$ cat src/hdl/rcfe_pkg.sv
// shared types and constants for the rc channel frame encoder
package rcfe_pkg;

   localparam int SampleWidth = 12;
   localparam int CodeWidth   = 11;
   localparam int BindWidth   = 7;
   localparam int QueueDepth  = 2;
   localparam int BufWidth    = 18;
   localparam int BufCntWidth = 5;

   localparam logic [7:0] START_BYTE     = 8'h55;
   localparam logic [7:0] START_BYTE_ALT = 8'h54;
   localparam logic [BindWidth-1:0] BIND_FRAMES = 7'd100;

   localparam int ScaleMul   = 820;
   localparam int ScaleShift = 11;
   localparam int Center     = 2048;
   localparam int Offset     = 1024;
   localparam int CodeMax    = 2047;

   // item kinds
   localparam logic KIND_SAMPLE = 1'b0;
   localparam logic KIND_REBIND = 1'b1;

   // configuration register indexes
   localparam logic [2:0] CSR_PROTOCOL_NUMBER = 3'd0;
   localparam logic [2:0] CSR_PROTO_VARIANT   = 3'd1;
   localparam logic [2:0] CSR_RECEIVER_NUMBER = 3'd2;
   localparam logic [2:0] CSR_OPTION_VALUE    = 3'd3;
   localparam logic [2:0] CSR_AUTO_BIND       = 3'd4;
   localparam logic [2:0] CSR_LOW_POWER       = 3'd5;
   localparam logic [2:0] CSR_RANGE_CHECK     = 3'd6;

   // header byte positions
   localparam logic [1:0] HDR_START    = 2'd0;
   localparam logic [1:0] HDR_PROTOCOL = 2'd1;
   localparam logic [1:0] HDR_RECEIVER = 2'd2;
   localparam logic [1:0] HDR_OPTION   = 2'd3;

   typedef struct packed {
      logic [7:0] protocol_number;
      logic [2:0] proto_variant;
      logic [3:0] receiver_number;
      logic [7:0] option_value;
      logic       auto_bind;
      logic       low_power;
      logic       range_check;
   } cfg_type;

   // one channel command from front to back
   typedef struct packed {
      logic                 first;
      logic                 bind_flag;
      logic                 last_chan;
      logic [CodeWidth-1:0] code;
   } cmd_type;

endpackage

$ cat src/hdl/rc_channel_frame_encoder.sv
// top level of the rc channel frame encoder
// an accepted item is registered in the queue, then its first byte at the output
// throughput: one byte per cycle unless rsp_stall; a channel item gives 1 or 2 bytes
//   (last channel up to 3 at some counts), the first of a frame 5; a 16-channel
//   frame has 26 bytes; front takes one item per cycle until the 2-entry queue fills
// reset: synchronous, clears config registers, frame position, bind countdown,
//   queue and pending bit buffer; no clearing pass
module rc_channel_frame_encoder #(
   parameter int CHANNEL_COUNT = 16
) (
   input  logic                             clock,
   input  logic                             reset,
   // item input
   input  logic                             req_valid,
   output logic                             req_stall,
   input  logic                             req_kind,
   input  logic [rcfe_pkg::SampleWidth-1:0] req_channel_value,
   // frame bytes out
   output logic                             rsp_valid,
   input  logic                             rsp_stall,
   output logic [7:0]                       rsp_frame_byte,
   output logic                             rsp_last_byte,
   // configuration writes
   input  logic                             csr_write_enable,
   input  logic [2:0]                       csr_index,
   input  logic [7:0]                       csr_write_data
);
   import rcfe_pkg::*;

   cfg_type cfg_ff, cfg_in;
   logic    push;
   cmd_type push_cmd;
   logic    pop;
   cmd_type head_cmd;
   logic    head_valid;
   logic    queue_full;

   // register file, only each register's width is kept
   always_comb begin
      cfg_in = cfg_ff;
      if (csr_write_enable) begin
         unique case (csr_index)
            CSR_PROTOCOL_NUMBER: cfg_in.protocol_number = csr_write_data;
            CSR_PROTO_VARIANT:   cfg_in.proto_variant   = csr_write_data[2:0];
            CSR_RECEIVER_NUMBER: cfg_in.receiver_number = csr_write_data[3:0];
            CSR_OPTION_VALUE:    cfg_in.option_value    = csr_write_data;
            CSR_AUTO_BIND:       cfg_in.auto_bind       = csr_write_data[0];
            CSR_LOW_POWER:       cfg_in.low_power       = csr_write_data[0];
            CSR_RANGE_CHECK:     cfg_in.range_check     = csr_write_data[0];
            default:             cfg_in = cfg_ff;
         endcase
      end
   end

   always_ff @(posedge clock) begin
      if (reset) begin
         cfg_ff <= '0;
      end else begin
         cfg_ff <= cfg_in;
      end
   end

   // stall input only while the command queue is full
   assign req_stall = queue_full;

   // front: scale sample, decide header and bind bit
   rcfe_front #(
      .CHANNEL_COUNT(CHANNEL_COUNT)
   ) u_front (
      .clock            (clock),
      .reset            (reset),
      .req_valid        (req_valid),
      .req_stall        (req_stall),
      .req_kind         (req_kind),
      .req_channel_value(req_channel_value),
      .push             (push),
      .push_cmd         (push_cmd)
   );

   // decouples item intake from byte output
   rcfe_queue u_queue (
      .clock     (clock),
      .reset     (reset),
      .push      (push),
      .push_cmd  (push_cmd),
      .pop       (pop),
      .head_cmd  (head_cmd),
      .head_valid(head_valid),
      .full      (queue_full)
   );

   // back: header bytes then lsb-first packing into the output register
   rcfe_back u_back (
      .clock         (clock),
      .reset         (reset),
      .cfg           (cfg_ff),
      .head_cmd      (head_cmd),
      .head_valid    (head_valid),
      .pop           (pop),
      .rsp_valid     (rsp_valid),
      .rsp_stall     (rsp_stall),
      .rsp_frame_byte(rsp_frame_byte),
      .rsp_last_byte (rsp_last_byte)
   );

endmodule

$ cat src/hdl/rcfe_front.sv
// front end: accepts items, scales samples, tracks frame position and bind countdown
module rcfe_front #(
   parameter int CHANNEL_COUNT = 16
) (
   input  logic                              clock,
   input  logic                              reset,
   input  logic                              req_valid,
   input  logic                              req_stall,
   input  logic                              req_kind,
   input  logic [rcfe_pkg::SampleWidth-1:0]  req_channel_value,
   output logic                              push,
   output rcfe_pkg::cmd_type                 push_cmd
);
   import rcfe_pkg::*;

   localparam int PosWidth = $clog2(CHANNEL_COUNT);

   logic [PosWidth-1:0]  pos_ff, pos_in;
   logic [BindWidth-1:0] bind_cnt_ff, bind_cnt_in;
   logic                 accept;
   logic                 first;
   logic                 last_chan;
   logic signed [12:0]   diff;
   logic signed [23:0]   prod;
   logic signed [23:0]   biased;
   logic signed [12:0]   quot;
   logic signed [13:0]   shifted;
   logic [CodeWidth-1:0] code;

   assign accept    = req_valid && !req_stall;
   assign first     = (pos_ff == '0);
   assign last_chan = (pos_ff == PosWidth'(CHANNEL_COUNT - 1));

   // centre, scale by 820/2048 rounding toward zero, offset and clamp
   always_comb begin
      diff    = $signed({1'b0, req_channel_value}) - 13'(Center);
      prod    = 24'(diff) * 24'(ScaleMul);
      biased  = prod + (prod[23] ? 24'((1 << ScaleShift) - 1) : 24'sd0);
      quot    = 13'(biased >>> ScaleShift);
      shifted = 14'(quot) + 14'(Offset);
      if (shifted < 14'sd0) begin
         code = '0;
      end else if (shifted > 14'(CodeMax)) begin
         code = CodeWidth'(CodeMax);
      end else begin
         code = shifted[CodeWidth-1:0];
      end
   end

   always_comb begin
      pos_in      = pos_ff;
      bind_cnt_in = bind_cnt_ff;
      if (accept && req_kind == KIND_REBIND) begin
         bind_cnt_in = BIND_FRAMES;
      end else if (accept) begin
         pos_in = last_chan ? '0 : pos_ff + PosWidth'(1);
         if (first && bind_cnt_ff != '0) begin
            bind_cnt_in = bind_cnt_ff - BindWidth'(1);
         end
      end
   end

   assign push               = accept && req_kind == KIND_SAMPLE;
   assign push_cmd.first     = first;
   assign push_cmd.bind_flag = first && (bind_cnt_ff != '0);
   assign push_cmd.last_chan = last_chan;
   assign push_cmd.code      = code;

   always_ff @(posedge clock) begin
      if (reset) begin
         pos_ff      <= '0;
         bind_cnt_ff <= '0;
      end else begin
         pos_ff      <= pos_in;
         bind_cnt_ff <= bind_cnt_in;
      end
   end

endmodule

$ cat src/hdl/rcfe_queue.sv
// short command queue between front and back
module rcfe_queue (
   input  logic              clock,
   input  logic              reset,
   input  logic              push,
   input  rcfe_pkg::cmd_type push_cmd,
   input  logic              pop,
   output rcfe_pkg::cmd_type head_cmd,
   output logic              head_valid,
   output logic              full
);
   import rcfe_pkg::*;

   localparam int PtrWidth = $clog2(QueueDepth);
   localparam int CntWidth = $clog2(QueueDepth + 1);

   cmd_type             mem_ff [QueueDepth];
   logic [PtrWidth-1:0] wr_ptr_ff, wr_ptr_in;
   logic [PtrWidth-1:0] rd_ptr_ff, rd_ptr_in;
   logic [CntWidth-1:0] cnt_ff, cnt_in;

   assign head_valid = (cnt_ff != '0);
   assign full       = (cnt_ff == CntWidth'(QueueDepth));
   assign head_cmd   = mem_ff[rd_ptr_ff];

   always_comb begin
      wr_ptr_in = wr_ptr_ff;
      rd_ptr_in = rd_ptr_ff;
      cnt_in    = cnt_ff;
      if (push) begin
         wr_ptr_in = (wr_ptr_ff == PtrWidth'(QueueDepth - 1)) ? '0 : wr_ptr_ff + PtrWidth'(1);
      end
      if (pop) begin
         rd_ptr_in = (rd_ptr_ff == PtrWidth'(QueueDepth - 1)) ? '0 : rd_ptr_ff + PtrWidth'(1);
      end
      if (push && !pop) begin
         cnt_in = cnt_ff + CntWidth'(1);
      end else if (pop && !push) begin
         cnt_in = cnt_ff - CntWidth'(1);
      end
   end

   always_ff @(posedge clock) begin
      if (push) begin
         mem_ff[wr_ptr_ff] <= push_cmd;
      end
   end

   always_ff @(posedge clock) begin
      if (reset) begin
         wr_ptr_ff <= '0;
         rd_ptr_ff <= '0;
         cnt_ff    <= '0;
      end else begin
         wr_ptr_ff <= wr_ptr_in;
         rd_ptr_ff <= rd_ptr_in;
         cnt_ff    <= cnt_in;
      end
   end

endmodule

$ cat src/hdl/rcfe_back.sv
// back end: emits header bytes and packs 11-bit codes into bytes
module rcfe_back (
   input  logic              clock,
   input  logic              reset,
   input  rcfe_pkg::cfg_type cfg,
   input  rcfe_pkg::cmd_type head_cmd,
   input  logic              head_valid,
   output logic              pop,
   output logic              rsp_valid,
   input  logic              rsp_stall,
   output logic [7:0]        rsp_frame_byte,
   output logic              rsp_last_byte
);
   import rcfe_pkg::*;

   logic                   rsp_valid_ff, rsp_valid_in;
   logic [7:0]             byte_ff, byte_in;
   logic                   last_ff, last_in;
   logic [1:0]             hdr_idx_ff, hdr_idx_in;
   logic                   hdr_done_ff, hdr_done_in;
   logic                   loaded_ff, loaded_in;
   logic [BufWidth-1:0]    buf_ff, buf_in;
   logic [BufCntWidth-1:0] buf_cnt_ff, buf_cnt_in;

   logic                   load_ok;
   logic                   fire;
   logic                   in_header;
   logic [BufWidth-1:0]    cur_bits;
   logic [BufCntWidth-1:0] cur_cnt;
   logic [BufCntWidth-1:0] rest_cnt;
   logic                   data_last;
   logic [7:0]             hdr_byte;

   assign load_ok   = !rsp_valid_ff || !rsp_stall;
   assign fire      = head_valid && load_ok;
   assign in_header = head_cmd.first && !hdr_done_ff;

   // merge the new code above pending bits on its first data step
   assign cur_bits  = loaded_ff ? buf_ff
                    : buf_ff | (BufWidth'(head_cmd.code) << buf_cnt_ff);
   assign cur_cnt   = loaded_ff ? buf_cnt_ff : buf_cnt_ff + BufCntWidth'(CodeWidth);
   assign rest_cnt  = (cur_cnt >= BufCntWidth'(8)) ? cur_cnt - BufCntWidth'(8) : '0;
   assign data_last = head_cmd.last_chan && (cur_cnt <= BufCntWidth'(8));

   always_comb begin
      unique case (hdr_idx_ff)
         HDR_START:    hdr_byte = (cfg.protocol_number[7:5] == 3'd0) ? START_BYTE
                                                                     : START_BYTE_ALT;
         HDR_PROTOCOL: hdr_byte = {head_cmd.bind_flag, cfg.auto_bind, cfg.range_check,
                                   cfg.protocol_number[4:0]};
         HDR_RECEIVER: hdr_byte = {cfg.low_power, cfg.proto_variant, cfg.receiver_number};
         HDR_OPTION:   hdr_byte = cfg.option_value;
         default:      hdr_byte = cfg.option_value;
      endcase
   end

   always_comb begin
      rsp_valid_in = rsp_valid_ff;
      byte_in      = byte_ff;
      last_in      = last_ff;
      hdr_idx_in   = hdr_idx_ff;
      hdr_done_in  = hdr_done_ff;
      loaded_in    = loaded_ff;
      buf_in       = buf_ff;
      buf_cnt_in   = buf_cnt_ff;
      pop          = 1'b0;
      if (load_ok) begin
         rsp_valid_in = fire;
      end
      if (fire && in_header) begin
         byte_in    = hdr_byte;
         last_in    = 1'b0;
         hdr_idx_in = hdr_idx_ff + 2'd1;
         if (hdr_idx_ff == HDR_OPTION) begin
            hdr_done_in = 1'b1;
         end
      end else if (fire) begin
         byte_in = cur_bits[7:0];
         last_in = data_last;
         if (data_last) begin
            // frame complete, leftover bits go out padded in this byte
            buf_in      = '0;
            buf_cnt_in  = '0;
            loaded_in   = 1'b0;
            hdr_idx_in  = HDR_START;
            hdr_done_in = 1'b0;
            pop         = 1'b1;
         end else if (!head_cmd.last_chan && rest_cnt < BufCntWidth'(8)) begin
            buf_in      = cur_bits >> 8;
            buf_cnt_in  = rest_cnt;
            loaded_in   = 1'b0;
            hdr_idx_in  = HDR_START;
            hdr_done_in = 1'b0;
            pop         = 1'b1;
         end else begin
            buf_in     = cur_bits >> 8;
            buf_cnt_in = rest_cnt;
            loaded_in  = 1'b1;
         end
      end
   end

   assign rsp_valid      = rsp_valid_ff;
   assign rsp_frame_byte = byte_ff;
   assign rsp_last_byte  = last_ff;

   always_ff @(posedge clock) begin
      byte_ff <= byte_in;
      last_ff <= last_in;
   end

   always_ff @(posedge clock) begin
      if (reset) begin
         rsp_valid_ff <= 1'b0;
         hdr_idx_ff   <= HDR_START;
         hdr_done_ff  <= 1'b0;
         loaded_ff    <= 1'b0;
         buf_ff       <= '0;
         buf_cnt_ff   <= '0;
      end else begin
         rsp_valid_ff <= rsp_valid_in;
         hdr_idx_ff   <= hdr_idx_in;
         hdr_done_ff  <= hdr_done_in;
         loaded_ff    <= loaded_in;
         buf_ff       <= buf_in;
         buf_cnt_ff   <= buf_cnt_in;
      end
   end

endmodule

$ cat config.mk
export PLATFORM = sky130hd
export DESIGN_NAME = rc_channel_frame_encoder
export DESIGN_NICKNAME = d
export VERILOG_FILES = /design/src/hdl/rcfe_pkg.sv /design/src/hdl/rc_channel_frame_encoder.sv /design/src/hdl/rcfe_front.sv /design/src/hdl/rcfe_queue.sv /design/src/hdl/rcfe_back.sv
export SDC_FILE = /design/constraint.sdc
export NUM_CORES = 1
export LEC_CHECK = 0
export ABC_AREA = 1
export BUFFER_PORTS_ARGS = -buffer_cell sky130_fd_sc_hd__buf_2
export CAP_MARGIN = 15
export CORE_UTILIZATION = 55
export DETAILED_ROUTE_END_ITERATION = 8
export PLACE_DENSITY = 0.76
export RECOVER_POWER = 50
export SLEW_MARGIN = 25
export SYNTH_ARGS = -nofsm -noshare
export SYNTH_HDL_FRONTEND = slang
export SYNTH_HIERARCHICAL = 1
export SYNTH_SLANG_ARGS = --single-unit
export TNS_END_PERCENT = 10
$ cat constraint.sdc
create_clock -name clock -period 17.05 [get_ports clock]
set_input_delay 3.41 -clock clock [delete_from_list [all_inputs] [get_ports clock]]
set_output_delay 3.41 -clock clock [all_outputs]
set_load 0.05 [all_outputs]
==> results.yml <==
layout:
  diodes: 0
  seq_area_um2: 2340
  multi_input_area_um2: 5390
  layout_common_cells: "285 x nand2_1, 190 x inv_1, 126 x nor2_1, 92 x nand3_1, 82 x ha_1"
  drive_gt1_frac: 0.113
  nFillCells: 1436
  layout_commonest_cell: "nand2_1"
  syn2layout_area_growth_pct: 7.22
  fin_cells: 1439
  fin_nets: 1361
sta:
  rsz0062_at_grt: "no"
  fmax_ghz: 0.113
  finClkSkew_ps: 8.11
  hold_ws_ps: 463
  maxSlewViolCount: 0
  tns_ps: 0
  tightestPinTransition_ps: 1330
  fin_crit_ps: 8840
  fin_crit_sh: 0.518
  hold_viol: 0
  finalSetupViolCount: 0
  slew_headroom: 0.112
clock_tree:
  cts_resized: 0
  cts_tree: "yes"
  clock_latency_ps: 350
  ctsRootBufferMaster: "clkbuf_16"
  cts_buffer_depth: 2
  holdBufCountCts: 0
  cts_max_level: 3
  numCtsBuffers: 9
  cts_sinks: 99
  cts_setup_buffers: 0
  cts.clk_slew.worst_paths_ps: 70
floorplanning:
  die_w_um: 127
  die_area_um2: 16200
  core_area_um2: 15300
  die_h_um: 127
  ios: 40
  initial_utilization: 0.567
  fp-row-count: 45
worst_setup_path:
  worstPathArrival_ps: 8920
  crit_path_frequent_cell: "nand2_1"
  r2r_slack_ps: 13730
  path_max_fanout: 12
  cp-start-kind: "input pin"
  crit_path_end_kind: "flop"
  cp_slowest_cell: "fa_1"
  cp_data_required_time_ps: 17130
  worst-setup-path-type: "input pin to flop"
  crit_path_max_incr_delay_ps: 530
routing:
  wl_met2_um: 8100
  viasPerCell: 5.14
  vias: 7394
  drt_wl_total_um: 18000
  detail_route.drc_violations: 0
  routed-wl-met3_um: 682
  post_drt_wl_per_cell_um: 12.5
  drt_pre_antenna_iters: 5
  final_antenna_net_count: 0
  top_layer_used: "met4"
  met1_length_um: 8990
  drtIter0Drc: 493
synthesis:
  synth_top_area_cell: "dfxtp_1"
  synth_flop_cell: "dfxtp_1"
  synth-edff-count: 36
  ys_seq_area_frac: 0.271
  async_flop_share: 0
  syn-instance-count: 1198
  synth-seq-cells: 99
  avgSynthCellArea_um2: 7.22
  syn_nets: 1336
  yosysWarnings: 6
  synth_top_cell_area_share: 0.146
  synth_area_leaders: "dfxtp_1 15%, edfxtp_1 12%, nand2_1 12%"
  yosysUniqueCellTypes: 52
  synth_area_um2: 8650
power_and_ir_drop:
  combinationalPowerShare: 0.650
  intPower_mw: 0.794
  ir_worst_vdd_mv: 0.0713
  leakage_nw: 4.58
  p_seq_frac: 0.214
  p_sw_frac: 0.519
  p_sw_mw: 0.857
  p_per_area_nw_per_um2: 178
  clock_power_share: 0.136
global_route:
  antenna_found_initial: 0
  grtUsageTotal: 0.235
  grt.overflow.total: 0
  grt_pass1_vias: 6886
  grt_pass1_wl_um: 31100
  grt_start_max_net_pins: 29
status:
  status: "finished clean"
place:
  finalWeightedCongestion: 0.929
  dp_cells: 1423
  hpwl_um: 14300
  port_buffers: 39
run:
  drv_cap: 0
hold_path:
  hp-class: "flop to flop"
[logic make-up after synthesis]
group,synth area share
AO/OA/AOI/OAI,0.0762
multiplexers,0.0194
flip-flops,0.271
buffers and inverters,0.105
AND/OR/NAND/NOR,0.321
XOR/XNOR,0.0272
adder cells (fa/ha/maj),0.181
[cell usage after synthesis (all sizes together) (6+ instances only)]
| master | number |
|---|---|
| xor2 | 16 |
| o21ai | 30 |
| inv | 202 |
| a21oi | 61 |
| ha | 82 |
| nand4 | 9 |
| clkbuf | 10 |
| or2 | 7 |
| buf | 15 |
| a22o | 8 |
| nand3b | 6 |
| mux2 | 14 |
| nor2 | 143 |
| edfxtp | 36 |
| fa | 27 |
| nand3 | 102 |
| dfxtp | 63 |
| nand2 | 317 |
| xnor2 | 10 |
| nor3 | 15 |
[flip-flops by register name, indices dropped and copies added, names as in the netlist, named ones only]
signal	flops
cfg_ff	26
u_back/buf_cnt_ff	5
u_back/buf_ff	10
u_back/hdr_done_ff	1
u_back/hdr_idx_ff	2
u_back/loaded_ff	1
u_back/rsp_frame_byte	8
u_back/rsp_last_byte	1
u_back/rsp_valid	1
u_front/bind_cnt_ff	7
u_front/pos_ff	4
u_queue/cnt_ff	2
u_queue/mem_ff	28
u_queue/rd_ptr_ff	1
u_queue/wr_ptr_ff	1
[stage by stage]
step	power (mW)	area (um^2)	setup WS, ps	utilization
6_report	1.65	9280	8210	0.608
5_1_grt	1.82	9280	7710	0.608
4_1_cts	1.66	9310	8200	0.610
2_1_floorplan	1.21	8650	8480	-
3_3_place_gp	1.42	8970	7990	0.588
3_5_place_dp	1.43	8970	7840	0.588
[path summary, 6_finish.rpt]
path                                                         to                         startpoint  cells past startpoint
worst max-delay path            u_queue/mem_ff[1][10]$_DFFE_PP_              req_channel_value[11]                     36
worst min-delay path              u_back/buf_ff[5]$_SDFFE_PP0P_      u_back/buf_ff[5]$_SDFFE_PP0P_                      2
worst max register to register   u_queue/cnt_ff[1]$_SDFFE_PP0P_  u_back/buf_cnt_ff[0]$_SDFFE_PP0P_                     21
worst min register to register    u_back/buf_ff[5]$_SDFFE_PP0P_      u_back/buf_ff[5]$_SDFFE_PP0P_                      2
[metal layers]
metal,up-vias,GRT usage
li1,3875,-
met1,3340,0.334
met2,156,0.375
met3,23,0.0356
met4,0,0.0553
met5,-,0
[worst max-delay path: cells and delay by family]
| kind | cells | cell delay (ps) |
|---|---|---|
| adder cells (fa/ha/maj) | 7 | 2480 |
| AND/OR/NAND/NOR | 19 | 1870 |
| AO/OA/AOI/OAI | 3 | 400 |
| buffers and inverters | 7 | 750 |
[area by class of cell]
class,count,area share
clock buffers,10,0.0270
multi-input cells,871,0.581
repair buffers,39,0.0194
flip-flops and latches,99,0.253
inverters,203,0.0824
clock inverters,6,0.00944
well taps,211,0.0285
[power groups by stage]
stage                     registers, mW  logic [mW]  clock network [mW]
final                             0.353        1.07               0.225
after global routing              0.359        1.22               0.241
after CTS                         0.353        1.08               0.229
after detailed placement          0.358        1.07                   0
after global placement            0.356        1.06                   0
after floorplan                   0.383       0.831                   0
Note: power is estimated with default switching activity, not from simulation.
